$ cat src/rtl/x86enc_pkg.sv
// ----------------------------------------------------------------------------
// x86enc_pkg
// Shared types and codes for the x86-64 instruction encoder.
// ----------------------------------------------------------------------------
`default_nettype none
package x86enc_pkg;

    localparam int MaxAlign   = 64;
    localparam int EncBytes   = 10;   // longest non-align encoding (movabs)
    localparam int LenW       = 7;    // up to MaxAlign-1 pad bytes
    localparam int IdxW       = 4;

    localparam logic [4:0] F_MOVRR = 5'd0,  F_MOVRI = 5'd1,  F_LOAD  = 5'd2,
                           F_STORE = 5'd3,  F_ADD   = 5'd4,  F_SUB   = 5'd5,
                           F_AND   = 5'd6,  F_OR    = 5'd7,  F_XOR   = 5'd8,
                           F_CMP   = 5'd9,  F_TEST  = 5'd10, F_IMUL  = 5'd11,
                           F_SHL   = 5'd12, F_SAR   = 5'd13, F_JMP   = 5'd14,
                           F_JMPS  = 5'd15, F_JCC   = 5'd16, F_JCCS  = 5'd17,
                           F_CALL  = 5'd18, F_RET   = 5'd19, F_PUSH  = 5'd20,
                           F_POP   = 5'd21, F_SETCC = 5'd22, F_MOVZX = 5'd23,
                           F_ALIGN = 5'd24;

    localparam logic [7:0] OP_NOP = 8'h90;

    localparam logic REG_CAP = 1'b0;

    typedef struct packed {
        logic [4:0]         func;
        logic [3:0]         reg_a;
        logic [3:0]         reg_b;
        logic signed [63:0] immediate;
        logic [3:0]         condition;
    } t_in_item;

    typedef struct packed {
        logic [7:0] code_byte;
        logic       last_byte;
        logic       overflow;
    } t_out_item;

    typedef struct packed {
        logic [EncBytes-1:0][7:0] bytes;
        logic [LenW-1:0]          len;
        logic                     is_align;
        logic                     bad;
    } t_enc;

endpackage
`default_nettype wire

$ cat src/rtl/x86enc_encode.sv
// ----------------------------------------------------------------------------
// x86enc_encode
// Combinational encoding of one instruction into bytes and a length.
// ----------------------------------------------------------------------------
`default_nettype none
module x86enc_encode import x86enc_pkg::*; (
    input  wire t_in_item    i_item,
    input  wire logic [31:0] i_offset,
    output t_enc             o_enc
);

    always_comb begin
        logic [EncBytes-1:0][7:0] b;
        logic [IdxW-1:0] k;
        logic [3:0]  ra, rb;
        logic [63:0] imm;
        logic [31:0] lo;
        logic [1:0]  md;
        logic [7:0]  rex_ab, rex_ba, rex_0a, aop;
        logic [6:0]  am1;
        b      = '0;
        k      = '0;
        ra     = i_item.reg_a;
        rb     = i_item.reg_b;
        imm    = i_item.immediate;
        lo     = imm[31:0];
        rex_ab = 8'h48 | {5'd0, ra[3], 1'b0, rb[3]};
        rex_ba = 8'h48 | {5'd0, rb[3], 1'b0, ra[3]};
        rex_0a = 8'h48 | {7'd0, ra[3]};
        am1    = imm[6:0] - 7'd1;
        md     = 2'd2;
        aop    = 8'h01;
        o_enc.is_align = 1'b0;
        o_enc.bad      = 1'b0;
        o_enc.len      = '0;
        case (i_item.func)
            F_MOVRR: begin
                if (ra != rb) begin
                    b[0] = rex_ab; b[1] = 8'h8B; b[2] = {2'b11, ra[2:0], rb[2:0]};
                    k = 4'd3;
                end
            end
            F_MOVRI: begin
                if (imm[63:32] == '0) begin
                    if (ra[3]) begin
                        b[k] = 8'h41; k = k + 4'd1;
                    end
                    b[k] = 8'hB8 | {5'd0, ra[2:0]}; k = k + 4'd1;
                    b[k] = lo[7:0];   k = k + 4'd1;
                    b[k] = lo[15:8];  k = k + 4'd1;
                    b[k] = lo[23:16]; k = k + 4'd1;
                    b[k] = lo[31:24]; k = k + 4'd1;
                end else if (&imm[63:31]) begin
                    b[0] = rex_0a; b[1] = 8'hC7; b[2] = {5'b11000, ra[2:0]};
                    b[3] = lo[7:0]; b[4] = lo[15:8]; b[5] = lo[23:16]; b[6] = lo[31:24];
                    k = 4'd7;
                end else begin
                    b[0] = rex_0a; b[1] = 8'hB8 | {5'd0, ra[2:0]};
                    for (int i = 0; i < 8; i++) b[2+i] = imm[8*i +: 8];
                    k = 4'd10;
                end
            end
            F_LOAD, F_STORE: begin
                if (lo == '0 && rb[2:0] != 3'd5)      md = 2'd0;
                else if (lo[31:7] == '0 || &lo[31:7]) md = 2'd1;
                b[0] = rex_ab;
                b[1] = (i_item.func == F_LOAD) ? 8'h8B : 8'h89;
                b[2] = {md, ra[2:0], rb[2:0]};
                k = 4'd3;
                if (rb[2:0] == 3'd4) begin
                    b[k] = 8'h24; k = k + 4'd1;
                end
                if (md == 2'd1) begin
                    b[k] = lo[7:0]; k = k + 4'd1;
                end else if (md == 2'd2) begin
                    b[k] = lo[7:0];   k = k + 4'd1;
                    b[k] = lo[15:8];  k = k + 4'd1;
                    b[k] = lo[23:16]; k = k + 4'd1;
                    b[k] = lo[31:24]; k = k + 4'd1;
                end
            end
            F_ADD, F_SUB, F_AND, F_OR, F_XOR, F_CMP, F_TEST: begin
                case (i_item.func)
                    F_ADD:   aop = 8'h01;
                    F_SUB:   aop = 8'h29;
                    F_AND:   aop = 8'h21;
                    F_OR:    aop = 8'h09;
                    F_XOR:   aop = 8'h31;
                    F_CMP:   aop = 8'h39;
                    default: aop = 8'h85;
                endcase
                b[0] = rex_ba; b[1] = aop; b[2] = {2'b11, rb[2:0], ra[2:0]};
                k = 4'd3;
            end
            F_IMUL, F_MOVZX: begin
                b[0] = rex_ab; b[1] = 8'h0F;
                b[2] = (i_item.func == F_IMUL) ? 8'hAF : 8'hB6;
                b[3] = {2'b11, ra[2:0], rb[2:0]};
                k = 4'd4;
            end
            F_SHL, F_SAR: begin
                b[0] = rex_0a;
                b[1] = (lo[7:0] == 8'd1) ? 8'hD1 : 8'hC1;
                b[2] = {2'b11, (i_item.func == F_SHL) ? 3'd4 : 3'd7, ra[2:0]};
                b[3] = lo[7:0];
                k = (lo[7:0] == 8'd1) ? 4'd3 : 4'd4;
            end
            F_JMP: begin
                b[0] = 8'hE9; b[1] = lo[7:0]; b[2] = lo[15:8]; b[3] = lo[23:16];
                b[4] = lo[31:24];
                k = 4'd5;
            end
            F_JMPS: begin
                b[0] = 8'hEB; b[1] = lo[7:0]; k = 4'd2;
            end
            F_JCC: begin
                b[0] = 8'h0F; b[1] = {4'h8, i_item.condition};
                b[2] = lo[7:0]; b[3] = lo[15:8]; b[4] = lo[23:16]; b[5] = lo[31:24];
                k = 4'd6;
            end
            F_JCCS: begin
                b[0] = {4'h7, i_item.condition}; b[1] = lo[7:0]; k = 4'd2;
            end
            F_CALL: begin
                if (ra[3]) begin
                    b[k] = 8'h41; k = k + 4'd1;
                end
                b[k] = 8'hFF; k = k + 4'd1;
                b[k] = {5'b11010, ra[2:0]}; k = k + 4'd1;
            end
            F_RET: begin
                b[0] = 8'hC3; k = 4'd1;
            end
            F_PUSH, F_POP: begin
                if (ra[3]) begin
                    b[k] = 8'h41; k = k + 4'd1;
                end
                b[k] = ((i_item.func == F_PUSH) ? 8'h50 : 8'h58) | {5'd0, ra[2:0]};
                k = k + 4'd1;
            end
            F_SETCC: begin
                if (ra >= 4'd4) begin
                    b[k] = ra[3] ? 8'h41 : 8'h40; k = k + 4'd1;
                end
                b[k] = 8'h0F; k = k + 4'd1;
                b[k] = {4'h9, i_item.condition}; k = k + 4'd1;
                b[k] = {5'b11000, ra[2:0]}; k = k + 4'd1;
            end
            F_ALIGN: begin
                o_enc.is_align = 1'b1;
                if (imm[63:7] != '0 || !$onehot(imm[6:0])) begin
                    o_enc.bad = 1'b1;
                end
            end
            default: begin
            end
        endcase
        o_enc.bytes = b;
        if (o_enc.is_align) begin
            o_enc.len = o_enc.bad ? '0
                      : {1'b0, (6'd0 - i_offset[5:0]) & am1[5:0]};
        end else begin
            o_enc.len = {3'd0, k};
        end
    end

endmodule
`default_nettype wire

$ cat src/rtl/x86_64_instruction_encoder_unit.sv
// ----------------------------------------------------------------------------
// x86_64_instruction_encoder_unit
// Encodes instruction requests into x86-64 machine-code bytes, one per word.
// ----------------------------------------------------------------------------
//  channel  | direction | handshake           | payload
//  ---------+-----------+---------------------+------------------------------
//  in       | in        | i_valid / o_ready   | i_in  (t_in_item)
//  out      | out       | o_valid / i_ready   | o_out (t_out_item), one byte
//  cfg      | in        | APB psel/penable    | buffer_capacity at address 0
//
//  An instruction of N bytes leaves as N output words (one for overflow); the
//  byte serializer in the result register sends them. Items that emit nothing
//  pass only through the input register. The next item is encoded while the
//  current one's last byte leaves, so a waiting nonempty item adds no gap.
//  Synchronous active-low reset: capacity 4096, offset 0, both stages empty.
//  A stalled output holds its word; the input register then holds too.
// ----------------------------------------------------------------------------
`default_nettype none
module x86_64_instruction_encoder_unit import x86enc_pkg::*; (
    input  wire logic        i_clk,
    input  wire logic        i_rst_n,
    input  wire logic        i_valid,
    output logic             o_ready,
    input  wire t_in_item    i_in,
    output logic             o_valid,
    input  wire logic        i_ready,
    output t_out_item        o_out,
    input  wire logic        psel,
    input  wire logic        penable,
    input  wire logic        pwrite,
    input  wire logic [2:0]  paddr,
    input  wire logic [31:0] pwdata,
    output logic [31:0]      prdata,
    output logic             pready
);

    // configuration
    logic [31:0] r_cap;
    logic [31:0] r_offset;

    // input register
    logic     r_in_vld;
    t_in_item r_in;

    // result register / byte serializer
    logic                     r_busy;
    logic                     r_ovf;
    logic                     r_align;
    logic [EncBytes-1:0][7:0] r_bytes;
    logic [LenW-1:0]          r_len;
    logic [LenW-1:0]          r_idx;

    t_enc        enc;
    logic        out_fire, out_last, load, nonempty, fits;
    logic [32:0] end_pos;

    x86enc_encode u_enc (
        .i_item   (r_in),
        .i_offset (r_offset),
        .o_enc    (enc)
    );

    assign pready = 1'b1;
    assign prdata = (paddr[2] == REG_CAP) ? r_cap : 32'd0;

    assign out_last = r_ovf || (r_idx == r_len - 7'd1);
    assign out_fire = r_busy && i_ready;
    // result register frees up on the last byte, so the next item loads then
    assign load     = r_in_vld && (!r_busy || (out_fire && out_last));
    assign o_ready  = !r_in_vld || load;

    assign end_pos  = {1'b0, r_offset} + {26'd0, enc.len};
    assign fits     = end_pos <= {1'b0, r_cap};
    assign nonempty = enc.bad || (enc.len != '0);

    assign o_valid         = r_busy;
    assign o_out.code_byte = r_ovf ? 8'd0
                           : (r_align ? OP_NOP : r_bytes[r_idx[IdxW-1:0]]);
    assign o_out.last_byte = out_last;
    assign o_out.overflow  = r_ovf;

    always_ff @(posedge i_clk) begin
        if (!i_rst_n) begin
            r_cap <= 32'd4096;
        end else if (psel && penable && pwrite && pready && paddr[2] == REG_CAP) begin
            r_cap <= pwdata;
        end
    end

    always_ff @(posedge i_clk) begin
        if (!i_rst_n) begin
            r_in_vld <= 1'b0;
        end else if (o_ready) begin
            r_in_vld <= i_valid;
        end
    end

    always_ff @(posedge i_clk) begin
        if (o_ready && i_valid) begin
            r_in <= i_in;
        end
    end

    always_ff @(posedge i_clk) begin
        if (!i_rst_n) begin
            r_busy   <= 1'b0;
            r_offset <= '0;
            r_idx    <= '0;
            r_ovf    <= 1'b0;
        end else if (load) begin
            r_busy <= nonempty;
            r_idx  <= '0;
            r_ovf  <= enc.bad || !fits;
            if (!enc.bad && fits) begin
                r_offset <= end_pos[31:0];
            end
        end else if (out_fire) begin
            if (out_last) begin
                r_busy <= 1'b0;
            end
            r_idx <= r_idx + 7'd1;
        end
    end

    always_ff @(posedge i_clk) begin
        if (load) begin
            r_bytes <= enc.bytes;
            r_len   <= enc.len;
            r_align <= enc.is_align;
        end
    end

    // an overflow result is always a single, final word
    a_ovf_last: assert property (@(posedge i_clk) disable iff (!i_rst_n)
        (o_valid && o_out.overflow) |-> o_out.last_byte)
        else $error("overflow word not marked last");

    // byte index stays inside the instruction being sent
    a_idx_range: assert property (@(posedge i_clk) disable iff (!i_rst_n)
        (r_busy && !r_ovf) |-> (r_idx < r_len))
        else $error("byte index past instruction length");

    // offset never moves while bytes of an instruction are still going out
    a_off_hold: assert property (@(posedge i_clk) disable iff (!i_rst_n)
        (r_busy && !load) |=> $stable(r_offset))
        else $error("offset changed mid-instruction");

endmodule
`default_nettype wire
$ cat config.mk
export PLATFORM = sky130hd
export DESIGN_NAME = x86_64_instruction_encoder_unit
export DESIGN_NICKNAME = d
export VERILOG_FILES = /design/src/rtl/x86enc_pkg.sv /design/src/rtl/x86enc_encode.sv /design/src/rtl/x86_64_instruction_encoder_unit.sv
export SDC_FILE = /design/constraint.sdc
export NUM_CORES = 1
export LEC_CHECK = 0
export BUFFER_PORTS_ARGS = -buffer_cell sky130_fd_sc_hd__buf_2
export CORE_ASPECT_RATIO = 0.7
export CORE_MARGIN = 3
export CORE_UTILIZATION = 50
export CTS_CLUSTER_DIAMETER = 50
export DETAILED_ROUTE_END_ITERATION = 12
export PLACE_DENSITY = 0.71
export SYNTH_ARGS = -nofsm -noshare
export SYNTH_HDL_FRONTEND = slang
export SYNTH_HIERARCHICAL = 1
export SYNTH_SLANG_ARGS = --single-unit
$ cat constraint.sdc
create_clock -name i_clk -period 8.8 [get_ports i_clk]
set_input_delay 0.44 -clock i_clk [delete_from_list [all_inputs] [get_ports i_clk]]
set_output_delay 0.44 -clock i_clk [all_outputs]
set_load 0.05 [all_outputs]
==> impl_metrics.tcl <==
set metrics [dict create \
    status "finished, violations left" \
    failed_checks "max-capacitance violations" \
    p_total_mw 2.84 \
    fin_skew_ns 0.0326 \
    fill_cells 2442 \
    die_y_um 147 \
    syn_to_final_growth_pct 13.6 \
    gp_congestion 1.00 \
    fin_crit_ns 8.15 \
    grt.met1_usage 0.416 \
    timing.hold.ws_ns 0.0474 \
    critPathBufInv 3 \
    synth_top_area_cell "edfxtp_1" \
    dp_hpwl_um 30900 \
    netlist_instances 1467 \
    hp-class "in2reg" \
    cts_inserted_buffers 27 \
    place_inst 1916 \
    synthTopCellsByArea "edfxtp_1 36%, dfxtp_1 10%, ha_1 4.1%, nand2_1 4.0%, a21oi_1 3.4%" \
    path_delay_family "adder cells" \
    setup_tns_ns 0 \
    final_max_slew_viol_count 0 \
    grtUsageMet3 0.0858 \
    clock-root-buffer "clkbuf_16" \
    stdcell_area_um2 16200 \
    ys_async_sr_fraction 0 \
    maxCapViolations 1 \
    io_buffers 164 \
    start_kind "register" \
    first_global_vias 11200 \
    synthesis.area_um2 14200 \
    wl_per_cell_um 21.6 \
    place_area_um2 15300 \
    cts.repair.resized 0 \
    routed_via_density 6.26 \
    drtPass1Iterations 10 \
    p_leak_nw 6.11 \
    critPathMaxStageDelay_ns 0.80 \
    ys_ff_latch 243 \
    cts_tree "done" \
    overflow 0 \
    vias 12300 \
    vdd.ir_drop.worst_mv 0.167 \
    grt_max_degree 89 \
    synth_warnings 6 \
    min_period_over_period 0.926 \
    setup_ws_ns 0.652 \
    relSlewSlack 0.0192 \
    layout_commonest_cell "edfxtp_1" \
    tightest_slew_ns 1.43 \
    wirelength_um 42400 \
    endpoint_kind "register" \
    multi_input_area_um2 6940 \
    grt.busiest_layer "met1" \
    setup_viol 0 \
    crit_top_cell "fa_1" \
    die_width_um 208 \
    drt_first_iter_violations 1922 \
    grt_pass1_wl_um 64900 \
    synth_area_per_cell_um2 9.71 \
    worstPathArrival_ns 8.61 \
    regToRegSetupSlack_ns 0.65 \
    final_cells 1966 \
    cp_slowest_cell "o311ai_0" \
    ys.flop_type "edfxtp_1" \
    cts_setup_buffers 0 \
    rsz0062_at_grt "no" \
    synth.top_cell.area_share 0.356 \
    core_um2 27900 \
    synth_cell_type_count 85 \
    die-area_um2 30600 \
    start_util 0.510 \
    ios 168 \
    place_ws_ns 0.689 \
    clk_pin_slew_ns 0.07 \
    cts_hold_buf 0 \
    grt_util_met2 0.364 \
    cts_max_level 1 \
    hold_viol 0 \
    cts_sinks 243 \
    ctsLongestPathBuffers 3 \
    antenna_cells 0 \
    final_core_util 0.579 \
    fmax_ghz 0.123 \
    crit_required_ns 9.26 \
    power_density_nw_per_um2 175 \
    layout_common_cells "169 x edfxtp_1, 164 x buf_2, 152 x nand2_1" \
    track_usage 0.266 \
    syn_nets 1642 \
    drive_gt1_frac 0.182 \
    synth_edf_count 169 \
    ys_seq_area_frac 0.460 \
    drt.antenna.violating_nets 0 \
    ff_latch_area_um2 6560 \
    drc 0 \
    antenna_found_initial 0 \
    worst_skew_pair.late_latency_ns 0.57 \
    crit_fanout 39 \
    num_rows 51 \
    nNetsFinal 1749 \
    worstSetupPathType "reg2reg" \
]
final cells by class:
class / instances / area share
Multi-Input combinational cell: 1032 / 0.429
Sequential cell: 243 / 0.405
Timing Repair Buffer: 191 / 0.0633
Clock buffer: 29 / 0.0422
Tap cell: 371 / 0.0287
Inverter: 79 / 0.0185
Clock inverter: 21 / 0.0135
metal layers:
| metal | vias to the layer above | wire, µm |
|---|---|---|
| met5 | - | 0 |
| met4 | 0 | 650 |
| met3 | 66 | 5390 |
| met2 | 657 | 17300 |
| met1 | 5902 | 19100 |
| li1 | 5687 | - |
cells in the mapped netlist, drive strengths merged, types with 11 or more instances:
cell type and instances:
edfxtp 169, and2 28, nor2b 11, buf 22, dfxtp 74, a21oi 96
nand2b 21, nor3 36, o22ai 20, a222oi 20, xor2 14, xnor2 42
and3 13, clkbuf 91, inv 78, nand2 152, or4 16, mux2i 30
a22o 22, nor4 25, nand3 44, nor2 113, ha 47, o31ai 15
o21ai 53, o21a 12, mux4 16, nand4 43
registers in the layout, summed over array words and instances, names as in the netlist:
name and cells:
r_idx 7, r_in 81, r_bytes 80, r_ovf 1, r_cap 32, r_align 1
o_valid 1, r_offset 32, r_len 7, r_in_vld 1
cell families after synthesis:
| logic type | Yosys count | share of synthesized area |
|---|---|---|
| other | 2 | 0.000527 |
| muxes | 47 | 0.0472 |
| buffers and inverters | 192 | 0.0543 |
| AOI/OAI and AO/OA | 344 | 0.170 |
| xor gates and xnor gates | 56 | 0.0344 |
| DFF | 243 | 0.460 |
| adders and majority gates | 52 | 0.0483 |
| and+or+nand+nor | 531 | 0.185 |
where the power goes:
part	switching [mW]	total (mW)	internal, mW
clock network	0.494	1.13	0.638
registers	0.0677	1.36	1.29
logic	0.221	0.344	0.123
final timing paths:
path | end | depth (start not counted) | from
worst max-delay path | r_offset[9]$_SDFFE_PN0P_ | 26 | r_in[4]$_DFFE_PP_
worst min-delay path | r_in[36]$_DFFE_PP_ | 1 | i_in[36]
worst max register to register | r_offset[9]$_SDFFE_PN0P_ | 26 | r_in[4]$_DFFE_PP_
worst min register to register | r_cap[13]$_SDFFE_PN0P_ | 2 | r_cap[13]$_SDFFE_PN0P_
Note: power is estimated with default switching activity, not from simulation.
